--- config.mk ---
export PLATFORM = sky130hd
export DESIGN_NAME = lru_page_replacement_unit
export DESIGN_NICKNAME = d
export VERILOG_FILES = /design/src/design/lrupr_pkg.sv /design/src/design/lru_page_replacement_unit.sv
export SDC_FILE = /design/constraint.sdc
export NUM_CORES = 1
export LEC_CHECK = 0
export BUFFER_PORTS_ARGS = -buffer_cell sky130_fd_sc_hd__clkbuf_2
export CAP_MARGIN = 5
export CORE_ASPECT_RATIO = 2
export CORE_UTILIZATION = 65
export CTS_CLUSTER_SIZE = 10
export DETAILED_ROUTE_END_ITERATION = 8
export PLACE_DENSITY = 0.91
export SLEW_MARGIN = 20
export SYNTH_ARGS = -nofsm -noshare
export SYNTH_HDL_FRONTEND = slang
export SYNTH_SLANG_ARGS = --single-unit
--- constraint.sdc ---
create_clock -name clk -period 8.2 [get_ports clk]
set_input_delay 1.64 -clock clk [delete_from_list [all_inputs] [get_ports clk]]
set_output_delay 1.64 -clock clk [all_outputs]
set_load 0.005 [all_outputs]
--- src/design/lrupr_pkg.sv ---
// shared constants for the lru page replacement unit
`timescale 1ns / 1ps

package lrupr_pkg;

    localparam int PAGE_W    = 16;   // page number field
    localparam int FIDX_W    = 3;    // frame index field
    localparam int FAULT_W   = 32;   // fault counter field
    localparam int CFG_W     = 4;    // frames_in_use register field
    localparam int PDATA_W   = 32;
    localparam int PADDR_W   = 3;
    localparam int REG_IDX_W = PADDR_W - 2;

    // register map, word index into the apb space
    localparam logic [REG_IDX_W-1:0] REG_FRAMES_IN_USE = 1'b0;

endpackage

--- src/design/lru_page_replacement_unit.sv ---
// lru page replacement unit: fully associative frame set with rank-order recency
`timescale 1ns / 1ps

// Takes one page reference per item and returns one result per item. An item sits in an
// input register, where all active frames are tag-compared in parallel and the hit, fill
// or eviction together with the recency rank update is settled combinationally; the result
// then waits in an output register. A new item is accepted every cycle while the result
// side is not stalled. The combinational tag compare plus rank update sets that rate.
// Writing frames_in_use (byte address 0) empties all frames but keeps the fault count; a
// reference flagged last_ref empties the frames and clears the count after its result.
module lru_page_replacement_unit #(
    parameter int MAX_FRAMES = 8
) (
    input  logic                            clk,
    input  logic                            rst_n,
    // configuration port
    input  logic                            psel,
    input  logic                            penable,
    input  logic                            pwrite,
    input  logic [lrupr_pkg::PADDR_W-1:0]   paddr,
    input  logic [lrupr_pkg::PDATA_W-1:0]   pwdata,
    output logic [lrupr_pkg::PDATA_W-1:0]   prdata,
    output logic                            pready,
    // reference channel
    input  logic                            in_valid,
    output logic                            in_stall,
    input  logic [lrupr_pkg::PAGE_W-1:0]    page,
    input  logic                            last_ref,
    // result channel
    output logic                            out_valid,
    input  logic                            out_stall,
    output logic                            hit,
    output logic [lrupr_pkg::FIDX_W-1:0]    frame_index,
    output logic                            evicted_valid,
    output logic [lrupr_pkg::PAGE_W-1:0]    evicted_page,
    output logic [lrupr_pkg::FAULT_W-1:0]   fault_count
);

    import lrupr_pkg::*;

    localparam int IDX_W  = (MAX_FRAMES > 1) ? $clog2(MAX_FRAMES) : 1;
    localparam int RANK_W = IDX_W;
    localparam int CNT_W  = $clog2(MAX_FRAMES + 1);
    localparam int FIM_W  = (CNT_W > CFG_W) ? CNT_W : CFG_W;

    // configuration
    logic [FIM_W-1:0]       fim_reg;
    logic [FIM_W-1:0]       eff_count;
    logic [REG_IDX_W-1:0]   reg_idx;
    logic                   cfg_wr;

    // frame state
    logic [PAGE_W-1:0]      frame_page_reg [MAX_FRAMES];
    logic [MAX_FRAMES-1:0]  frame_valid_reg;
    logic [RANK_W-1:0]      rank_reg       [MAX_FRAMES];
    logic [FAULT_W-1:0]     faults_reg;

    // input stage
    logic                   in_v_reg;
    logic [PAGE_W-1:0]      page_reg;
    logic                   last_reg;

    // output stage
    logic                   out_v_reg;
    logic                   hit_reg;
    logic [FIDX_W-1:0]      fidx_reg;
    logic                   ev_valid_reg;
    logic [PAGE_W-1:0]      ev_page_reg;
    logic [FAULT_W-1:0]     fault_reg;

    // lookup
    logic [MAX_FRAMES-1:0]  active;
    logic [MAX_FRAMES-1:0]  match;
    logic [MAX_FRAMES-1:0]  empty;
    logic [MAX_FRAMES-1:0]  oldest;
    logic [IDX_W-1:0]       hit_pos;
    logic [IDX_W-1:0]       empty_pos;
    logic [IDX_W-1:0]       lru_pos;
    logic [IDX_W-1:0]       pos;
    logic                   is_hit;
    logic                   found_empty;
    logic [RANK_W-1:0]      hit_age;
    logic [RANK_W-1:0]      top_rank;
    logic                   ev_valid;
    logic [PAGE_W-1:0]      ev_page;
    logic [FAULT_W-1:0]     faults_next;
    logic [RANK_W-1:0]      rank_next      [MAX_FRAMES];
    logic [MAX_FRAMES-1:0]  frame_valid_next;
    logic                   proc;

    assign pready  = 1'b1;
    assign reg_idx = paddr[PADDR_W-1:2];
    assign cfg_wr  = psel && penable && pwrite && pready;

    always_comb
    begin
        prdata = '0;
        unique case (reg_idx)
            REG_FRAMES_IN_USE: prdata = PDATA_W'(fim_reg);
            default:           prdata = '0;
        endcase
    end

    // clamp the configured count to 1..MAX_FRAMES
    always_comb
    begin
        if (fim_reg == '0)
            eff_count = FIM_W'(1);
        else if (fim_reg > FIM_W'(MAX_FRAMES))
            eff_count = FIM_W'(MAX_FRAMES);
        else
            eff_count = fim_reg;
    end

    assign top_rank = RANK_W'(eff_count - FIM_W'(1));

    always_comb
    begin
        for (int i = 0; i < MAX_FRAMES; i++)
        begin
            active[i] = FIM_W'(i) < eff_count;
            match[i]  = active[i] && frame_valid_reg[i] && (frame_page_reg[i] == page_reg);
            empty[i]  = active[i] && !frame_valid_reg[i];
            // frames fill from the bottom, so when full the ranks are a permutation
            oldest[i] = active[i] && (rank_reg[i] == top_rank);
        end
    end

    // lowest index wins
    always_comb
    begin
        hit_pos   = '0;
        empty_pos = '0;
        lru_pos   = '0;
        for (int i = MAX_FRAMES - 1; i >= 0; i--)
        begin
            if (match[i])
                hit_pos = IDX_W'(i);
            if (empty[i])
                empty_pos = IDX_W'(i);
            if (oldest[i])
                lru_pos = IDX_W'(i);
        end
    end

    assign is_hit      = |match;
    assign found_empty = |empty;
    assign hit_age     = rank_reg[hit_pos];
    assign ev_valid    = !is_hit && !found_empty;
    assign ev_page     = ev_valid ? frame_page_reg[lru_pos] : '0;

    always_comb
    begin
        if (is_hit)
            pos = hit_pos;
        else if (found_empty)
            pos = empty_pos;
        else
            pos = lru_pos;
    end

    assign faults_next = (!is_hit && (faults_reg != '1)) ? faults_reg + FAULT_W'(1)
                                                         : faults_reg;

    always_comb
    begin
        frame_valid_next = frame_valid_reg;
        for (int i = 0; i < MAX_FRAMES; i++)
        begin
            rank_next[i] = rank_reg[i];
            if (active[i] && frame_valid_reg[i])
            begin
                if (is_hit)
                begin
                    if (rank_reg[i] < hit_age)
                        rank_next[i] = rank_reg[i] + RANK_W'(1);
                end
                else if (found_empty || (rank_reg[i] < top_rank))
                begin
                    rank_next[i] = rank_reg[i] + RANK_W'(1);
                end
            end
        end
        rank_next[pos]        = '0;
        frame_valid_next[pos] = 1'b1;
    end

    // handshake
    assign proc      = in_v_reg && (!out_v_reg || !out_stall);
    assign in_stall  = in_v_reg && !proc;
    assign out_valid = out_v_reg;

    always_ff @(posedge clk or negedge rst_n)
    begin
        if (!rst_n)
        begin
            fim_reg         <= FIM_W'(MAX_FRAMES);
            frame_valid_reg <= '0;
            faults_reg      <= '0;
            in_v_reg        <= 1'b0;
            out_v_reg       <= 1'b0;
            for (int i = 0; i < MAX_FRAMES; i++)
            begin
                rank_reg[i] <= '0;
            end
        end
        else
        begin
            if (in_valid && !in_stall)
                in_v_reg <= 1'b1;
            else if (proc)
                in_v_reg <= 1'b0;

            if (proc)
                out_v_reg <= 1'b1;
            else if (!out_stall)
                out_v_reg <= 1'b0;

            if (cfg_wr && (reg_idx == REG_FRAMES_IN_USE))
            begin
                fim_reg         <= FIM_W'(pwdata[CFG_W-1:0]);
                frame_valid_reg <= '0;
                for (int i = 0; i < MAX_FRAMES; i++)
                begin
                    rank_reg[i] <= '0;
                end
            end
            else if (proc)
            begin
                if (last_reg)
                begin
                    // end of string: empty everything once the result is out
                    frame_valid_reg <= '0;
                    faults_reg      <= '0;
                    for (int i = 0; i < MAX_FRAMES; i++)
                    begin
                        rank_reg[i] <= '0;
                    end
                end
                else
                begin
                    frame_valid_reg <= frame_valid_next;
                    faults_reg      <= faults_next;
                    for (int i = 0; i < MAX_FRAMES; i++)
                    begin
                        rank_reg[i] <= rank_next[i];
                    end
                end
            end
        end
    end

    // payload registers
    always_ff @(posedge clk)
    begin
        if (in_valid && !in_stall)
        begin
            page_reg <= page;
            last_reg <= last_ref;
        end
        if (proc)
        begin
            if (!is_hit)
                frame_page_reg[pos] <= page_reg;
            hit_reg      <= is_hit;
            fidx_reg     <= FIDX_W'(pos);
            ev_valid_reg <= ev_valid;
            ev_page_reg  <= ev_page;
            fault_reg    <= faults_next;
        end
    end

    assign hit           = hit_reg;
    assign frame_index   = fidx_reg;
    assign evicted_valid = ev_valid_reg;
    assign evicted_page  = ev_page_reg;
    assign fault_count   = fault_reg;

endmodule
After elaboration in Yosys (flattened, before gate mapping)
Memory sizes are Yosys's and may differ from the RTL's. A register that Yosys moved wholly into a read port is not among the register bits.
Cells that the tools add are included.

cells by class
  $add $sub $neg = 10
  multipliers = 0
  divide/modulo/power cells = 0
  order comparisons = 30
  eq/ne operators = 18
  shift operators = 0
  multiplexer cells = 83
  bitwise logic cells = 7
  reductions and logical operators = 72

operators by type and width
  cell                   count
  $mux 3                 61
  $eq 16x16->1           8
  $mux 24                3
  $mux 32                2
  $lt 3x3->1             16
  $logic_and 1x1->1      42
  $add 32x1->32 const B  1
  $ne 32x32->1 const B   1
  $add 3x1->3 const B    8
  $and 24x24->24         1
  $eq 3x3->1             8
  $mux 8                 3
  $not 24->24            1
  $lt 3x4->1 const A     4
  $reduce_or 8->1        2
  $logic_not 1->1        15
  $mux 4                 3
  $bmux 3 s3             1
  $demux 3 s3            1
  $logic_or 1x1->1       9
  $ge 4x4->1 const B     2
  $lt 1x4->1 const A     2
  $lt 2x4->1 const A     2
  $mux 1                 8
  13 further kinds       16

word-level totals
  bits in registers = 124
  bits in latches = 0
  RAM bits = 128
  memory bits (read-only) = 0
  input bits = 59
  output and inout bits = 88
  memories kept = 1

memory list
  memory          depth  width  rd ports  clocked after memory_dff  write ports  line                             text
  frame_page_reg  8      16     9         1                         1            lru_page_replacement_unit.sv:53  logic [PAGE_W-1:0] frame_page_reg [MAX_FRAMES];

Longest topological paths before layout
Gate-level depths: netlist of the first run.

  depth in word-level cells = 26
  mapped depth = 24

Worst setup path after synthesis of the first run
No wires, ideal clock.

  kind = in2reg
  from = input out_stall
  to = register rank_reg[21] (netlist name)
  library setup time = 87 ps
  arrival = 4,993 ps
  required time = 8,113 ps
  path slack = 3,120 ps
  stages on the path = 10
  path buffers = 2
  cell sequence = nand2_1 -> and2_1 -> clkbuf_1 -> nand2_1 -> or2_2 -> clkbuf_1 -> a21oi_1 -> nand3_1 -> mux2_2 -> o211ai_1

on the way
  word-level cells in the longest chain between the ends = 4

RTL lines
  item                                line                              text
  from (decl)                         lru_page_replacement_unit.sv:31   input logic out_stall,
  $logic_not 1->1                     --
  $logic_or 1x1->1                    lru_page_replacement_unit.sv:189  assign proc = in_v_reg && (!out_v_reg || !out_stall);
  $logic_and 1x1->1                   lru_page_replacement_unit.sv:189
  net proc                            lru_page_replacement_unit.sv:89   logic proc;
  $reduce_bool 2->1 (no source line)  --
  to (signal, indexed assignment)     lru_page_replacement_unit.sv:246  rank_reg[i] <= rank_next[i];
  to (decl)                           lru_page_replacement_unit.sv:55   logic [RANK_W-1:0] rank_reg [MAX_FRAMES];

The timed path passes the listed nets, and every way through them passes these cells.
A chain may end at the register's enable or synchronous reset.

Worst setup path after layout of the first run
  from = register fim_reg[2]
  to = register rank_reg[2] (netlist name)

on the way
  word-level cells in the longest chain between the ends = 26

RTL lines
  item                                     line                              text
  from (decl)                              lru_page_replacement_unit.sv:47   logic [FIM_W-1:0] fim_reg;
  from (signal assigned)                   lru_page_replacement_unit.sv:197  fim_reg <= FIM_W'(MAX_FRAMES);
  from (signal assigned)                   lru_page_replacement_unit.sv:221  fim_reg <= FIM_W'(pwdata[CFG_W-1:0]);
  $gt 4x4->1                               lru_page_replacement_unit.sv:109  else if (fim_reg > FIM_W'(MAX_FRAMES))
  $mux 4                                   lru_page_replacement_unit.sv:109
  $mux 4 *                                 lru_page_replacement_unit.sv:107  if (fim_reg == '0)
  $sub 3x1->3                              lru_page_replacement_unit.sv:115  assign top_rank = RANK_W'(eff_count - FIM_W'(1));
  $eq 3x3->1                               lru_page_replacement_unit.sv:125  oldest[i] = active[i] && (rank_reg[i] == top_rank);
  $logic_and 1x1->1                        lru_page_replacement_unit.sv:125
  $mux 3 (8 in series)                     lru_page_replacement_unit.sv:141  if (oldest[i])
  $mux 3                                   lru_page_replacement_unit.sv:156  else if (found_empty)
  [... 1 more ...]                         --
  net pos[2]                               lru_page_replacement_unit.sv:79   logic [IDX_W-1:0] pos;
  [... 2 more ...]                         --
  $logic_and 1x1->1 (not written as such)  lru_page_replacement_unit.sv:184  rank_next[pos] = '0;
  $mux 3 (not written as such)             lru_page_replacement_unit.sv:184
  $demux 3 s3 *                            lru_page_replacement_unit.sv:184
  $not 24->24 (no source line) *           --
  $and 24x24->24 (no source line) *        --
  $mux 24 *                                lru_page_replacement_unit.sv:230  if (last_reg)
  $mux 24 *                                lru_page_replacement_unit.sv:228  else if (proc)
  $mux 24 *                                lru_page_replacement_unit.sv:219  if (cfg_wr && (reg_idx == REG_FRAMES_IN_USE))

The timed path passes the listed nets; every way through them passes the cells marked *. The select of a mux whose other input is x is not followed.

==> results of run 1 <==
[worst register-to-register path, cell delays in order, from the launching register on]
cell and delay [ns]:
dfrtp_1 0.52, nor2_1 0.16, nor2_1 0.05, nor2_1 0.13, inv_1 0.24, ha_1 0.36
xnor2_1 0.81, ha_1 0.40, nand4_1 0.18, o21ai_0 0.25, nor2_1 0.19, o21a_1 0.59
o21ai_0 0.24, nand2_1 0.10, nand3b_1 0.17, inv_1 0.20, nand2_1 0.13, o21ai_0 0.66
nor2_1 0.08, a32o_1 0.28, a31o_2 0.20
[stage by stage]
stage               hold WS (ns)  power (W)  setup slack, ns
finish                    0.5042   0.003948            2.163
global placement          0.4583   0.002660            2.399
detailed placement        0.4842   0.002690            2.230
CTS                       0.5072   0.003895            2.220
global route              0.5186   0.004070            1.743
floorplan                 0.4492   0.002336            3.120
[metal layers]
| layer | track usage [%] | vias up | routed length (um) |
|---|---|---|---|
| li1 | - | 5403 | - |
| met4 | 35.20 | 0 | 4808 |
| met1 | 34.46 | 5695 | 13600 |
| met5 | 0 | - | 0 |
| met3 | 6.738 | 257 | 3154 |
| met2 | 66.13 | 681 | 23080 |
[area by class of cell]
cell class	instances	area [um^2]
multi-input cells	1108	7078
well taps	283	354.1
inverters	40	150.1
fillers	1653	6441
flip-flops and latches	268	7699
repair buffers	115	645.6
clock buffers	55	844.6
clock inverters	1	16.27
[power groups by stage]
stage	Clock, W	Combinational (W)	Sequential (W)
4_1_cts	0.00122	0.00104	0.00163
3_5_place_dp	0	0.00103	0.00166
2_1_floorplan	0	0.000708	0.00163
3_3_place_gp	0	0.00101	0.00165
5_1_grt	0.00126	0.00117	0.00164
6_report	0.00121	0.00110	0.00163
[how the worst max path moves through the flow]
stage | startpoint | end | slack, ns | cells after the start
after floorplan | out_stall | rank_reg[21] | 3.12 | 10
after global placement | fim_reg[2] | rank_reg[2] | 2.40 | 20
after detailed placement | fim_reg[2] | rank_reg[2] | 2.23 | 20
after CTS | fim_reg[2] | rank_reg[2] | 2.22 | 20
after global routing | fim_reg[2] | rank_reg[2] | 1.74 | 20
final | fim_reg[2] | rank_reg[2] | 2.16 | 20
[cell families (layout without fill, tap and decap cells)]
kind of cell,Yosys count,count (layout)
and+or+nand+nor,600,600
DFF,268,268
AOI/OAI and AO/OA,231,231
xor gates and xnor gates,166,166
buffers and inverters,139,211
adders and majority gates,47,47
muxes,35,35
other,2,29
[placed cells by master (no fill, tap or decap), types with 12 or more instances in the layout]
cell type / count
o21ai_0: 34
buf_4: 28
conb_1: 29
ha_1: 43
nand3_1: 61
dfrtp_1: 69
o21ai_1: 29
nor4_1: 29
nor2_1: 89
edfxtp_1: 198
a22o_1: 12
clkbuf_2: 86
xor2_1: 100
a21oi_1: 59
nor2b_1: 18
clkbuf_16: 30
o211ai_1: 37
nand2_1: 251
nor3_1: 26
xnor2_1: 62
clkbuf_1: 25
inv_1: 37
mux2i_1: 23
nand4_1: 28
==> results by group, run 1 <==
Run status
  – Run status: finished clean

Timing
  – Layout Skew: 0.02928 ns
  – Relative slew slack: 23.31%
  – Setup-failing EPs final: 0
  – Final Hold Violating Endpoints: 0
  – Min cycle time layout: 6.037 ns
  – Final worst-path cycle share: 73.62%
  – Unrepaired setup endpoints after global routing: no
  – Maximum clock frequency: 165.7 MHz
  – Setup TNS: 0 ns
  – Slew Viols, Final: 0
  – Least-Margin Pin Slew: 1.140 ns

Logic synthesis
  – Synth area leaders: edfxtp_1 (39%), dfrtp_1 (11%), nand2_1 (6.1%)
  – Post-synthesis cell type count: 89
  – Ys async rst share: 26.12%
  – Avg Cell Area, Syn: 10.36 um^2
  – Adder-cell share of the synthesized area: 3.766%
  – Post-Synthesis Cells: 1488
  – Flops & latches, synth: 268
  – Top-count cell post-synth: nand2_1
  – Yosys top cell by area: edfxtp_1
  – YS warnings: 0
  – Post-synth top flop: edfxtp_1
  – Simple-Gate Fraction of Synth Area: 19.30%
  – Xor-xnor portion of the synthesized cell area: 9.627%
  – Top cells by count, synth: nand2_1 (252), edfxtp_1 (198), xor2_1 (100)
  – Multiplexer share of the synthesized area: 2.362%
  – Synth Area in Compound Gates: 9.959%
  – Mapped cell area: 15410 um^2
  – Post-synth EDFFs: 198
  – Register area share after synthesis: 49.94%
  – Yosys top cell area share: 38.57%
  – Largest family of logic cells by synthesized area: simple AND/OR/NAND/NOR gates

Clock network
  – Hold_buf cts: 0
  – # resized after CTS: 0
  – Clk Latency, worst-skew pair: 0.59 ns
  – CTS tree: done
  – Clk sinks: 268
  – # Post-CTS Setup Buffers: 0
  – CTS HTree Levels: 1
  – Worst-path clk slew: 0.06 ns
  – TritonCTS Buffers: 30
  – CTS max path bufs: 3
  – Root Buffer: clkbuf_16

Worst hold path
  – Hold Crit Start: in_v_reg
  – Hold path depth: 1
  – Hold Crit Endpoint: out_valid
  – HP Class: reg2reg

Placement
  – Dpl cell area: 15920 um^2
  – PortBufs: 87
  – Final GP Congestion: 1.026
  – Inst Count DP: 1814
  – DPL Wire Length: 31.32 mm

Layout
  – Ant diodes: 0
  – Proportion of layout cells with a drive suffix above 1: 12.92%
  – Final Cell Area: 16790 um^2
  – Layout area overhead: 8.905%
  – Nets: 1665
  – Final Core Density: 72.27%
  – Max reg flops: 128
  – Finished Layout Cells: 1870

Critical path
  – Crit-path leading delay family: compound AO/OA/AOI/OAI gates
  – CP arrival: 6.50 ns
  – Critical path data required time: 8.66 ns
  – Crit end category: register
  – FF-to-FF Start: fim_reg[2]
  – CP bufs+invs: 2
  – Crit-path max FO: 17
  – Crit path kind: reg2reg
  – Worst R2R Setup Slack: 2.16 ns
  – Slowest stage cell on the critical path: xnor2_1
  – R2R Path End: rank_reg[2]
  – Worst-path cell chain: nor2_1, nor2_1, nor2_1, inv_1, ha_1, xnor2_1, ha_1, nand4_1, o21ai_0, nor2_1, o21a_1, o21ai_0, nand2_1, nand3b_1, inv_1, nand2_1, o21ai_0, nor2_1, a32o_1, a31o_2
  – Reg2Reg Depth: 20
  – Worst path max stage delay: 0.81 ns
  – Crit path top cell by count: nor2_1
  – Startpoint type of the worst setup path: register

Power
  – P_int: 0.002557 W
  – Sw frac: 35.24%
  – Peak supply drop: 0.2787 mV
  – LEAKAGE: 6.698 nW
  – Reg power frac: 41.4%
  – Gate power share: 27.9%
  – Sw power: 0.001391 W
  – Power per Cell Area: 235.2 nW/um^2
  – Power share of the clock group: 30.7%

Global routing
  – First-pass GRT wire length: 66.45 mm
  – Pin count of the biggest net entering global routing: 71
  – Vias in the first global route: 11900
  – GRT Util Overall: 36.71%
  – Remaining Overflow, GRT: 0
  – Initial antenna violation count: 0

Die
  – I/O Pins: 147
  – Starting density of the core: 66.36%
  – Die Ht: 219.8 um
  – Core area: 23230 um^2
  – Die area: 24370 um^2
  – Row count: 79
  – Die width: 110.9 um

Detailed routing
  – DRC violations left: 0
  – DR pass1 iterations: 5
  – Detail-routed via count per cell: 6.436
  – Routed length per instance: 23.87 um
  – WL final: 44.64 mm
  – DR vias: 12040
  – Iter 0 DRT Violations: 870
  – Post-route ant nets: 0

Job
  – Max Cap Viol: 0
No activity file was read; power rests on OpenSTA's default activity.
==> inputs of run 2 (changes only) <==
--- a/config.mk
+++ b/config.mk
@@ -8,10 +8,10 @@
 export BUFFER_PORTS_ARGS = -buffer_cell sky130_fd_sc_hd__clkbuf_2
 export CAP_MARGIN = 5
 export CORE_ASPECT_RATIO = 2
-export CORE_UTILIZATION = 65
+export CORE_UTILIZATION = 60
 export CTS_CLUSTER_SIZE = 10
 export DETAILED_ROUTE_END_ITERATION = 8
-export PLACE_DENSITY = 0.91
+export PLACE_DENSITY = 0.86
 export SLEW_MARGIN = 20
 export SYNTH_ARGS = -nofsm -noshare
 export SYNTH_HDL_FRONTEND = slang
==> constraint.sdc (replaced) <==
create_clock -name clk -period 5.63 [get_ports clk]
set_input_delay 1.126 -clock clk [delete_from_list [all_inputs] [get_ports clk]]
set_output_delay 1.126 -clock clk [all_outputs]
set_load 0.005 [all_outputs]
==> results by group, run 2 (same netlist as run 1, synthesis figures left out) <==
Detailed routing
  – WL final: 46.31 mm
  – Post-route ant nets: 0
  – Detail-routed via count per cell: 6.098
  – Routed length per instance: 23.63 um
  – DRC violations left: 0
  – Iter 0 DRT Violations: 801
  – DR pass1 iterations: 6
  – DR vias: 11950

Global routing
  – Initial antenna violation count: 0
  – Remaining Overflow, GRT: 0
  – GRT Util Overall: 36.31%
  – Pin count of the biggest net entering global routing: 71
  – First-pass GRT wire length: 69.27 mm
  – Vias in the first global route: 12230

Timing
  – Final worst-path cycle share: 90.64%
  – Slew Viols, Final: 0
  – Final Hold Violating Endpoints: 0
  – Maximum clock frequency: 196.0 MHz
  – Setup-failing EPs final: 0
  – Setup TNS: 0 ns
  – Min cycle time layout: 5.103 ns
  – Worst hold slack: 0.4987 ns
  – Unrepaired setup endpoints after global routing: no
  – Layout Skew: 0.01650 ns
  – Least-Margin Pin Slew: 1.037 ns
  – Relative slew slack: 30.86%

Clock network
  – CTS tree: done
  – # Post-CTS Setup Buffers: 0
  – Clk sinks: 268
  – Root Buffer: clkbuf_16
  – TritonCTS Buffers: 30
  – Clk Latency, worst-skew pair: 0.57 ns
  – CTS max path bufs: 3
  – Worst-path clk slew: 0.06 ns
  – # resized after CTS: 0
  – Hold_buf cts: 0
  – CTS HTree Levels: 1

Worst hold path
  – HP Class: reg2reg

Layout
  – Proportion of layout cells with a drive suffix above 1: 14.96%
  – Most common cell after layout, fill and taps aside: nand2_1
  – Max reg flops: 128
  – Ant diodes: 0
  – Commonest non-fill, non-tap cells in the layout: nand2_1 (251), edfxtp_1 (198), xor2_1 (100), nor2_1 (90), clkbuf_2 (86)
  – Fill cells: 1904
  – Multi-input logic area: 7089 um^2
  – Nets: 1702
  – Final Core Density: 68.34%
  – Layout area overhead: 11.44%
  – Register area: 7699 um^2

Die
  – I/O Pins: 147
  – Die width: 115.3 um
  – Core area: 25140 um^2
  – Die area: 26380 um^2
  – Die Ht: 228.7 um
  – Row count: 82
  – Starting density of the core: 61.32%

Placement
  – PortBufs: 87
  – Final GP Congestion: 1.053
  – DPL Wire Length: 35.08 mm

Critical path
  – Crit end category: register
  – Crit-path max FO: 11
  – Critical path data required time: 6.08 ns
  – Startpoint type of the worst setup path: register
  – Crit path kind: reg2reg
  – CP arrival: 5.55 ns

Run status
  – Run status: finished clean

Power
  – Overall power: 0.005780 W
  – Peak supply drop: 0.4071 mV
  – Power per Cell Area: 336.5 nW/um^2
  – LEAKAGE: 6.900 nW

Job
  – Max Cap Viol: 0
## run 2: path summary, 6_finish.rpt
path | startpoint | to | slack [ns] | cells after the start
worst max-delay path | page_reg[6] | rank_reg[6] | 0.53 | 19
worst min-delay path | in_v_reg | out_valid | 0.50 | 1
worst max register to register | page_reg[6] | rank_reg[6] | 0.53 | 19
worst min register to register | in_v_reg | out_valid | 0.50 | 1
max in group asynchronous | rst_n | in_v_reg | 4.28 | 1
min in group asynchronous | rst_n | rank_reg[12] | 0.68 | 1
## run 2: critical path, stage by stage (launching register included)
cell      delay, ns
edfxtp_1       0.53
buf_4          0.25
xnor2_1        0.59
nand2b_1       0.15
nor4b_2        0.34
and2_4         0.22
nor2_1         0.04
o311ai_1       0.43
a21oi_1        0.20
buf_12         0.18
mux2i_1        0.30
a21oi_1        0.12
a21oi_1        0.23
buf_4          0.24
ha_1           0.25
nor4_1         0.28
a41oi_1        0.12
o41ai_4        0.11
o21ai_1        0.13
mux2_2         0.30
## run 2: area by class of cell
| class | instances | share of cell area, % |
|---|---|---|
| inverters | 40 | 0.8740 |
| repair buffers | 152 | 5.535 |
| flip-flops and latches | 268 | 44.81 |
| multi-input cells | 1108 | 41.27 |
| well taps | 336 | 2.447 |
| clock buffers | 56 | 5.062 |
## run 2: per-layer routing
| layer | vias up | global-route usage, % | part of all wire (%) |
|---|---|---|---|
| met5 | - | 0 | 0 |
| met2 | 524 | 65.83 | 53 |
| li1 | 5483 | - | - |
| met4 | 0 | 37.38 | 12 |
| met3 | 250 | 5.940 | 4.9 |
| met1 | 5696 | 31.44 | 30 |
## run 2: stage by stage
step	setup WS [ns]	instance area (um^2)	std cells
floorplan	0.7730	15520	1515
global placement	0.7197	16290	1903
detailed placement	0.6608	16290	1903
CTS	0.6232	17160	1959
global route	0.3377	17180	1960
finish	0.5268	17180	1960
## run 2: report_power, final
group          internal, W  total, W  switching, W  leakage (nW)
Clock              0.00102   0.00179      0.000763         0.412
Combinational     0.000524   0.00163       0.00110          3.68
Sequential         0.00226   0.00237      0.000105          2.81
Total              0.00381   0.00578       0.00197          6.90
